File: src/hdl/fqp_pkg.sv
`timescale 1ns / 1ps

package fqp_pkg;

  localparam int unsigned ID_W     = 8;
  localparam int unsigned OP_W     = 2;
  localparam int unsigned STATUS_W = 2;
  localparam int unsigned OCC_W    = 5;

  localparam logic [OP_W-1:0] OP_ENQ   = 2'd0;
  localparam logic [OP_W-1:0] OP_DEQ   = 2'd1;
  localparam logic [OP_W-1:0] OP_PURGE = 2'd2;

  localparam logic [STATUS_W-1:0] ST_OK       = 2'd0;
  localparam logic [STATUS_W-1:0] ST_FULL     = 2'd1;
  localparam logic [STATUS_W-1:0] ST_EMPTY    = 2'd2;
  localparam logic [STATUS_W-1:0] ST_NOTFOUND = 2'd3;

  // Per-cycle commands broadcast to every cell of the row.
  typedef struct packed {
    logic cmp;        // latch live & (entry == id) into the match flag
    logic enq;        // tail cell takes id
    logic shift_all;  // every cell takes its right neighbor (dequeue)
    logic purge;      // cells at or past the first match take their right neighbor
  } fqp_ctrl_t;

endpackage

File: src/hdl/fifo_queue_with_purge.sv
`timescale 1ns / 1ps

// Ordered queue of 8-bit process handles, up to DEPTH entries, built as a row
// of cells with the head in cell 0. A command is taken when start is high and
// busy is low; every command gives exactly one result.
// busy is high in the cycle after the accepting edge. done rises at the
// edge where busy falls and stays high for that single cycle, and the result
// ports are valid only then. The receiver cannot stall: result ports must be
// sampled in the done cycle. The next command can be taken at the edge that
// ends the done cycle. The accepting edge latches a per-cell match flag
// (entry equals item_id and the cell is live); the busy cycle ripples the
// first-match flag along the row, shifts the entries and updates the count.
// Opcodes: enqueue appends at the tail or reports full; dequeue returns the
// head or reports empty; purge removes the first matching entry, closing
// the gap, or reports not found. Opcode 3 does nothing and reports ok.
// occupancy is the count after the command, cut to 5 bits.

module fifo_queue_with_purge
  import fqp_pkg::*;
#(
  parameter int unsigned DEPTH = 16
) (
  input  logic                clk,
  input  logic                rst,
  input  logic                start,
  input  logic [OP_W-1:0]     opcode,
  input  logic [ID_W-1:0]     item_id,
  output logic                busy,
  output logic                done,
  output logic [ID_W-1:0]     result_item,
  output logic                result_valid,
  output logic [STATUS_W-1:0] status,
  output logic [OCC_W-1:0]    occupancy,
  output logic                is_empty
);

  localparam int unsigned CW = $clog2(DEPTH + 1);

  logic [CW-1:0]   count;
  logic [OP_W-1:0] op_q;
  logic [ID_W-1:0] id_q;

  fqp_ctrl_t       ctrl;
  logic [ID_W-1:0] cell_id;
  logic            full;
  logic            empty;
  logic            found;

  logic [ID_W-1:0] data  [DEPTH];
  logic [ID_W-1:0] nxt   [DEPTH];
  logic [ID_W-1:0] item  [DEPTH+1];
  logic [DEPTH:0]  hit;
  logic [DEPTH-1:0] live;
  logic [DEPTH-1:0] tail;

  assign full  = (count == CW'(DEPTH));
  assign empty = (count == '0);

  // Compare against the incoming id at accept, write the held id afterwards.
  assign cell_id = busy ? id_q : item_id;

  assign hit[0]  = 1'b0;
  assign item[0] = '0;
  assign found   = hit[DEPTH];

  always_comb begin
    ctrl.cmp       = start & ~busy;
    ctrl.enq       = busy & (op_q == OP_ENQ) & ~full;
    ctrl.shift_all = busy & (op_q == OP_DEQ) & ~empty;
    ctrl.purge     = busy & (op_q == OP_PURGE) & found;
  end

  for (genvar i = 0; i < DEPTH; i++) begin : g_cell
    assign live[i] = (CW'(i) < count);
    assign tail[i] = (CW'(i) == count);
    if (i == DEPTH - 1) begin : g_last
      assign nxt[i] = '0;
    end else begin : g_mid
      assign nxt[i] = data[i+1];
    end

    fqp_cell u_cell (
      .clk      (clk),
      .ctrl     (ctrl),
      .id       (cell_id),
      .live     (live[i]),
      .tail     (tail[i]),
      .nxt      (nxt[i]),
      .hit_in   (hit[i]),
      .item_in  (item[i]),
      .data     (data[i]),
      .hit_out  (hit[i+1]),
      .item_out (item[i+1])
    );
  end

  always_ff @(posedge clk) begin
    if (rst) begin
      busy  <= 1'b0;
      done  <= 1'b0;
      count <= '0;
    end else begin
      done <= 1'b0;
      if (start && !busy) begin
        busy <= 1'b1;
        op_q <= opcode;
        id_q <= item_id;
      end else if (busy) begin
        busy         <= 1'b0;
        done         <= 1'b1;
        result_item  <= '0;
        result_valid <= 1'b0;
        status       <= ST_OK;
        occupancy    <= OCC_W'(count);
        is_empty     <= empty;
        unique case (op_q)
          OP_ENQ: begin
            if (full) begin
              status <= ST_FULL;
            end else begin
              count     <= count + 1'b1;
              occupancy <= OCC_W'(count + 1'b1);
              is_empty  <= 1'b0;
            end
          end
          OP_DEQ: begin
            if (empty) begin
              status <= ST_EMPTY;
            end else begin
              count        <= count - 1'b1;
              occupancy    <= OCC_W'(count - 1'b1);
              is_empty     <= (count == CW'(1));
              result_item  <= data[0];
              result_valid <= 1'b1;
            end
          end
          OP_PURGE: begin
            if (!found) begin
              status <= ST_NOTFOUND;
            end else begin
              count        <= count - 1'b1;
              occupancy    <= OCC_W'(count - 1'b1);
              is_empty     <= (count == CW'(1));
              result_item  <= item[DEPTH];
              result_valid <= 1'b1;
            end
          end
          default: begin
          end
        endcase
      end
    end
  end

endmodule

File: src/hdl/fqp_cell.sv
`timescale 1ns / 1ps

module fqp_cell
  import fqp_pkg::*;
(
  input  logic             clk,
  input  fqp_ctrl_t        ctrl,
  input  logic [ID_W-1:0]  id,
  input  logic             live,
  input  logic             tail,
  input  logic [ID_W-1:0]  nxt,
  input  logic             hit_in,
  input  logic [ID_W-1:0]  item_in,
  output logic [ID_W-1:0]  data,
  output logic             hit_out,
  output logic [ID_W-1:0]  item_out
);

  logic match;
  logic first;

  assign hit_out  = hit_in | match;
  assign first    = match & ~hit_in;
  assign item_out = item_in | (first ? data : '0);

  always_ff @(posedge clk) begin
    if (ctrl.cmp) begin
      match <= live & (data == id);
    end
    if (ctrl.enq && tail) begin
      data <= id;
    end else if (ctrl.shift_all || (ctrl.purge && hit_out)) begin
      data <= nxt;
    end
  end

endmodule
File: config.mk
export PLATFORM = sky130hd
export DESIGN_NAME = fifo_queue_with_purge
export DESIGN_NICKNAME = d
export VERILOG_FILES = /design/src/hdl/fqp_pkg.sv /design/src/hdl/fifo_queue_with_purge.sv /design/src/hdl/fqp_cell.sv
export SDC_FILE = /design/constraint.sdc
export NUM_CORES = 1
export LEC_CHECK = 0
export ABC_CLOCK_PERIOD_IN_PS = 3700
export BUFFER_PORTS_ARGS = -buffer_cell sky130_fd_sc_hd__buf_4
export CAP_MARGIN = 30
export CORE_MARGIN = 10
export CORE_UTILIZATION = 25
export DETAILED_ROUTE_END_ITERATION = 7
export GPL_TIMING_DRIVEN = 1
export HOLD_SLACK_MARGIN = 0.08
export PLACE_DENSITY_LB_ADDON = 0.08
export REMOVE_ABC_BUFFERS = 1
export SLEW_MARGIN = 30
export SYNTH_ARGS = -nofsm -noshare
export SYNTH_HDL_FRONTEND = slang
export SYNTH_SLANG_ARGS = --single-unit
export TNS_END_PERCENT = 10
File: constraint.sdc
create_clock -name clk -period 3.7 [get_ports clk]
set_input_delay 0.185 -clock clk [delete_from_list [all_inputs] [get_ports clk]]
set_output_delay 0.185 -clock clk [all_outputs]
set_load 0.005 [all_outputs]
## Word-level counts from Yosys, hierarchy flattened

Index checks and enable logic that the tools add are counted.

- Register bits after elaboration: 178
- Input port bits: 13

- Add/subtract/negate cells: 2
- Magnitude comparators: 16
- Equal/unequal tests: 35
- Mux-type cells: 69
- Bitwise logic cells: 88
- Reduce and logical (&&, ||, !) cells: 72

Operators with widths:

| cell | number |
|---|---|
| 8-bit 2-to-1 mux | 51 |
| 8-bit equality test | 16 |
| 8-bit OR | 15 |
| 4-bit by 5-bit equality test with 1-bit output, first input constant | 8 |
| 4-bit by 5-bit < comparator with 1-bit output, first input constant | 8 |
| 1-bit AND | 38 |
| 1-bit logical AND | 33 |
| 2-bit nonzero test | 16 |
| 3-bit by 5-bit equality test with 1-bit output, first input constant | 4 |
| 3-bit by 5-bit < comparator with 1-bit output, first input constant | 4 |
| 1-bit NOT | 20 |
| 1-bit logical OR | 16 |
| 8-bit one-hot mux with 2 select lines | 1 |
| 5-bit 2-to-1 mux | 3 |
| 1-bit OR | 15 |
| 5-bit one-hot mux with 3 select lines | 1 |
| 2-bit by 5-bit equality test with 1-bit output, first input constant | 2 |
| 1-bit by 5-bit < comparator with 1-bit output, first input constant | 2 |
| 2-bit by 5-bit < comparator with 1-bit output, first input constant | 2 |
| 1-bit 2-to-1 mux | 8 |
| 2-bit one-hot mux with 3 select lines | 1 |
| 5-bit by 1-bit adder with 5-bit output, second input constant | 1 |
| 1-bit by 5-bit equality test with 1-bit output, first input constant | 1 |
| 5-bit by 1-bit equality test with 1-bit output, second input constant | 1 |
| 13 further kinds | 15 |

## Longest topological paths before layout

- Word-level depth: 20
- Mapped depth: 9
- Depth with buffers taken out: 7

## Cells and area by module

From an unflattened synthesis, not the netlist that was laid out.

- Cell total of the unflattened synthesis: 884
- Area, all modules: 10811.6 µm²

By module, submodules not included:

| module | times used | cells an instance | area an instance (µm²) | seq. area each (µm²) |
|---|---|---|---|---|
| fqp_cell | 16 | 42 | 544.3 | 270.3 |
| fifo_queue_with_purge | 1 | 212 | 2103.3 | 950.9 |

## Least setup slack after synthesis

Ideal clock, no wire load.

- Path kind: register to register
- From: reg g_cell[8].u_cell.match
- To: reg g_cell[3].u_cell.data[0] (enable)
- Arrival: 2.218 ns
- Slack: 1.098 ns
- Stages on the path, launching flop included: 9
- Path through: edfxtp_1 -> clkbuf_1 -> nor4_2 -> and3_1 -> buf_2 -> a21boi_2 -> nand2_1 -> buf_2 -> o21ai_0

- Cells in the longest elaborated chain, start to end: 12

Ends and longest elaborated chain:

| element | RTL line | source |
|---|---|---|
| start: declaration | fqp_cell.sv:19 | `logic match;` |
| start signal: assignment | fqp_cell.sv:28 | `match <= live & (data == id);` |
| 1-bit OR (8 in a row) | fqp_cell.sv:22 | `assign hit_out = hit_in \| match;` |
| 1-bit AND | fifo_queue_with_purge.sv:70 | `ctrl.purge = busy & (op_q == OP_PURGE) & found;` |
| 1-bit logical AND | fqp_cell.sv:32 | `end else if (ctrl.shift_all \|\| (ctrl.purge && hit_out)) begin` |
| 1-bit logical OR | fqp_cell.sv:32 |  |
| 2-bit nonzero test (no source line) | n/a |  |
| end signal: assignment | fqp_cell.sv:31 | `data <= id;` |
| end signal: assignment | fqp_cell.sv:33 | `data <= nxt;` |
| end: declaration | fqp_cell.sv:14 | `output logic [ID_W-1:0] data,` |

Every way passes these cells.
A chain may end at the register's enable or synchronous reset.

## Worst setup path after layout

- From: reg g_cell[0].u_cell.match
- To: reg result_item[5] (data pin)

- Cells in the longest elaborated chain, start to end: 20
- Elaborated cells on any way between the ends: 78
- Classes of those cells: mux (18); bitwise (60)

Ends and longest elaborated chain:

| element | RTL line | source |
|---|---|---|
| start: declaration | fqp_cell.sv:19 |  |
| start signal: assignment | fqp_cell.sv:28 |  |
| 1-bit NOT / 1-bit OR (equally long branches) | fqp_cell.sv:23, fqp_cell.sv:22 |  |
| 1-bit AND, or another cell as far along | fqp_cell.sv:23 | `assign first = match & ~hit_in;` |
| 8-bit 2-to-1 mux, or another cell as far along | fqp_cell.sv:24 | `assign item_out = item_in \| (first ? data : '0);` |
| 8-bit OR, or another cell as far along (13 in a row) | fqp_cell.sv:24 |  |
| 8-bit OR / 8-bit 2-to-1 mux (equally long branches) | fqp_cell.sv:24 |  |
| 8-bit OR | fqp_cell.sv:24 |  |
| 8-bit 2-to-1 mux * | fifo_queue_with_purge.sv:138 | `if (!found) begin` |
| 8-bit one-hot mux with 2 select lines * | fifo_queue_with_purge.sv:116 | `unique case (op_q)` |
| end signal: assignment | fifo_queue_with_purge.sv:133 | `result_item <= data[0];` |
| end signal: assignment | fifo_queue_with_purge.sv:144 | `result_item <= item[DEPTH];` |
| end: declaration | fifo_queue_with_purge.sv:30 | `output logic [ID_W-1:0] result_item,` |

Mark *: on every way between the ends. The rest lies on a longest branch, timed or not.

==> qor.txt <==
Max Slew Vio Count = 0
count of standard-cell rows = 76
TritonCTS Buffers = 17
count of warnings emitted by yosys = 0
maximum number of pins on one net before global-route repair = 32
Final Hold Viols = 0
vias per inst = 4.94
global-route track usage on met1 = 0.225
number of antenna violations at the first check in global routing = 1
vias in the first global route = 8665
synth unique cells = 68
Crit Reg-Reg Startpoint = g_cell[0].u_cell.match
Worst Setup Path Type = flop to flop
biggest area contributors in the synthesized netlist = edfxtp_1, o21ai_0, nand2_1
Hold Crit Start = start
required time at the worst-slack endpoint = 3.90 ns
source-to-sink clock delay at the later pin of the worst-skew pair = 0.47 ns
total power divided by cell area = 379 mW/mm^2
Top FF cell, synth = edfxtp_1
Hold/Removal Path Class = input port to flop
critical path launch point = g_cell[0].u_cell.match
CTS sink count = 178
endpoint class of the critical path = flop
met3 track demand over resource in global routing = 0.0239
max_cap viols = 0
count of H-tree levels built during CTS = 4
clock edge transition at the registers on the reported setup and hold paths = 0.09 ns
Final setup viols = 0
number of placed I/O pins = 32
RSZ-0062 raised after global routing = no
Slew headroom = 0.407
overflow left after global routing = 0
leakage = 4.45 nW
P&R area growth vs syn = 17.7%
grt peak-use layer = met2
slew at the pin closest to its max-slew limit = 0.886 ns
cell type with the largest total area after synthesis = edfxtp_1
M2 GR Usage = 0.270
final critical-path share of the clock period = 0.808
Post-DRT Antenna Nets = 0
RD Place Congestion = 0.821
number of nets in the finished design = 1184
CTS root buf = clkbuf_16
worst slack at placement = 0.701 ns
post-DP HPWL = 31000 um
number of cells produced by synthesis = 1118
worst clock skew = 0.0231 ns
clock tree from TritonCTS = yes
total via count in the routed design = 8703
final wirelength = 42400 um
data arrival time of the critical path = 3.19 ns
GRT Overall Usage = 0.167
wire length per cell = 24.1 um
startpoint type of the worst setup path = flop
quantity of I/O buffers inserted on ports = 31
die width = 228 um
portion of the post-synthesis area used by sequential elements = 0.489
wire length of the first global-routing pass = 62000 um
fraction of final layout cells sized beyond drive strength 1 = 0.140
highest attainable clock frequency = 335 MHz
setup bufs post-CTS = 0
DIE AREA = 0.0518 sq mm
post-CTS sizing = 0
Mean Syn Cell Area = 9.64 sq um
status = complete, no violations
flip-flop and latch count after synthesis = 178
area inside the core boundary = 0.0429 sq mm
number of synthesized flops with an enable pin = 171
number of remaining DRC errors = 0
Die Y = 228 um
number of diodes added for antenna fixing = 0
Peak VDD IR = 0.232 mV
async set-or-reset flop fraction in the synthesized netlist = 0
total negative slack = 0 ns
worst setup slack after layout = 0.711 ns
initial detailed-routing violation count = 749
maximum fanout count along the critical path = 20
minimum period implied by the final worst setup slack = 2.99 ns
CTS Hold Buffers Added = 11
count of TritonRoute iterations in the first routing pass = 5
post-synthesis instance area = 0.0108 sq mm
clock tree buffer depth = 2
area share of the leading cell type in the synthesized netlist = 0.476
Initial Utilization = 0.251
==> routing by layer <==
metal | up-vias | wire length, um
met4 | 0 | 875
met2 | 190 | 20000
met1 | 4328 | 19800
li1 | 4141 | -
met3 | 44 | 1720
met5 | - | 0
==> cells by family (layout without fill, tap and decap cells) <==
| kind of cell | after synthesis | in the layout | share of synthesized area |
|---|---|---|---|
| AO/OA/AOI/OAI | 293 | 293 | 0.161 |
| XOR/XNOR | 129 | 129 | 0.105 |
| adder cells (fa/ha/maj) | 9 | 9 | 0.0104 |
| buffers and inverters | 104 | 161 | 0.0418 |
| flip-flops | 178 | 178 | 0.489 |
| multiplexers | 10 | 10 | 0.0122 |
| AND/OR/NAND/NOR | 395 | 395 | 0.181 |
==> worst max-delay path, stage by stage (launching register included) <==
cell and delay [ns]:
edfxtp_1 0.44, buf_4 0.24, or3_1 0.56, nor3_2 0.56, nand3_1 0.23, and4_1 0.27
a311oi_1 0.42
==> per-stage QoR <==
step	instance area (sq um)	total power, mW	instances	hold slack, ns	utilization
floorplan	10400	2.65	1031	0.254	-
global placement	12000	2.95	1717	0.366	0.280
detailed placement	12000	2.94	1717	0.366	0.280
CTS	12700	4.87	1760	0.417	0.296
global route	12700	4.99	1760	0.437	0.296
finish	12700	4.81	1760	0.441	0.296
==> cell type report <==
class	instances	area [sq um]
Inverter	17	63.8
Clock inverter	15	155
Tap cell	585	732
Timing Repair Buffer	112	906
Fill cell	4556	30200
Sequential cell	178	5280
Clock buffer	17	425
Multi-Input combinational cell	836	5130
==> cells in the mapped netlist, types with 4 or more instances <==
master	count
nor2b_1	10
nand4_1	15
nand2_1	180
nand2b_1	18
nor2_1	47
a311oi_1	4
nor4_1	18
and3_1	6
inv_1	17
o211ai_1	17
nand3b_1	9
xor2_1	75
a31oi_1	4
clkbuf_1	57
a32oi_1	8
ha_1	9
and2_1	5
buf_4	6
edfxtp_1	171
dfxtp_1	7
buf_2	18
a22oi_1	6
a21oi_1	67
mux2i_2	8
nor3_1	15
a2111oi_0	4
xnor2_1	54
o21ai_0	146
nand3_1	43
a221o_1	7
buf_1	4
==> placed cells by master (no fill, tap or decap), drive strengths merged, types with 4 or more instances in the layout <==
master | synthesis | layout
a2111oi | 5 | 5
a21oi | 67 | 67
a221o | 7 | 7
a22oi | 6 | 6
a311oi | 4 | 4
a31oi | 4 | 4
a32oi | 8 | 8
and2 | 5 | 5
and3 | 6 | 6
buf | 30 | 101
clkbuf | 57 | 17
clkinv | 0 | 5
dfxtp | 7 | 7
dlygate4sd3 | 0 | 11
edfxtp | 171 | 171
ha | 9 | 9
inv | 17 | 23
mux2i | 9 | 9
nand2 | 180 | 180
nand2b | 18 | 18
nand3 | 43 | 43
nand3b | 9 | 9
nand4 | 15 | 15
nor2 | 47 | 47
nor2b | 10 | 10
nor3 | 18 | 18
nor4 | 22 | 22
nor4b | 4 | 4
o211ai | 17 | 17
o21ai | 151 | 151
xnor2 | 54 | 54
xor2 | 75 | 75
==> power breakdown <==
group	switching, mW	internal (mW)	leakage (nW)	total [mW]
clock	0.904	1.00	0.283	1.91
sequential	0.0640	2.25	1.63	2.31
combinational	0.377	0.215	2.53	0.592
total	1.34	3.47	4.45	4.81
==> state kept, by name, summed over array words and instances (netlist names) <==
register / count
busy: 1
op_q: 2
id_q: 8
result_valid: 1
status: 2
occupancy: 5
g_cell.u_cell.data: 128
g_cell.u_cell.match: 16
result_item: 8
count: 5
is_empty: 1
done: 1
==> worst paths after layout <==
check | endpoint | slack (ns) | cells after the start
worst max register to register | result_item[5] | 0.71 | 6
worst min-delay path | g_cell[15].u_cell.match | 0.44 | 3
worst max-delay path | result_item[5] | 0.71 | 6
worst min register to register | g_cell[4].u_cell.data[5] | 0.56 | 2
(Power assumes the default switching activity.)
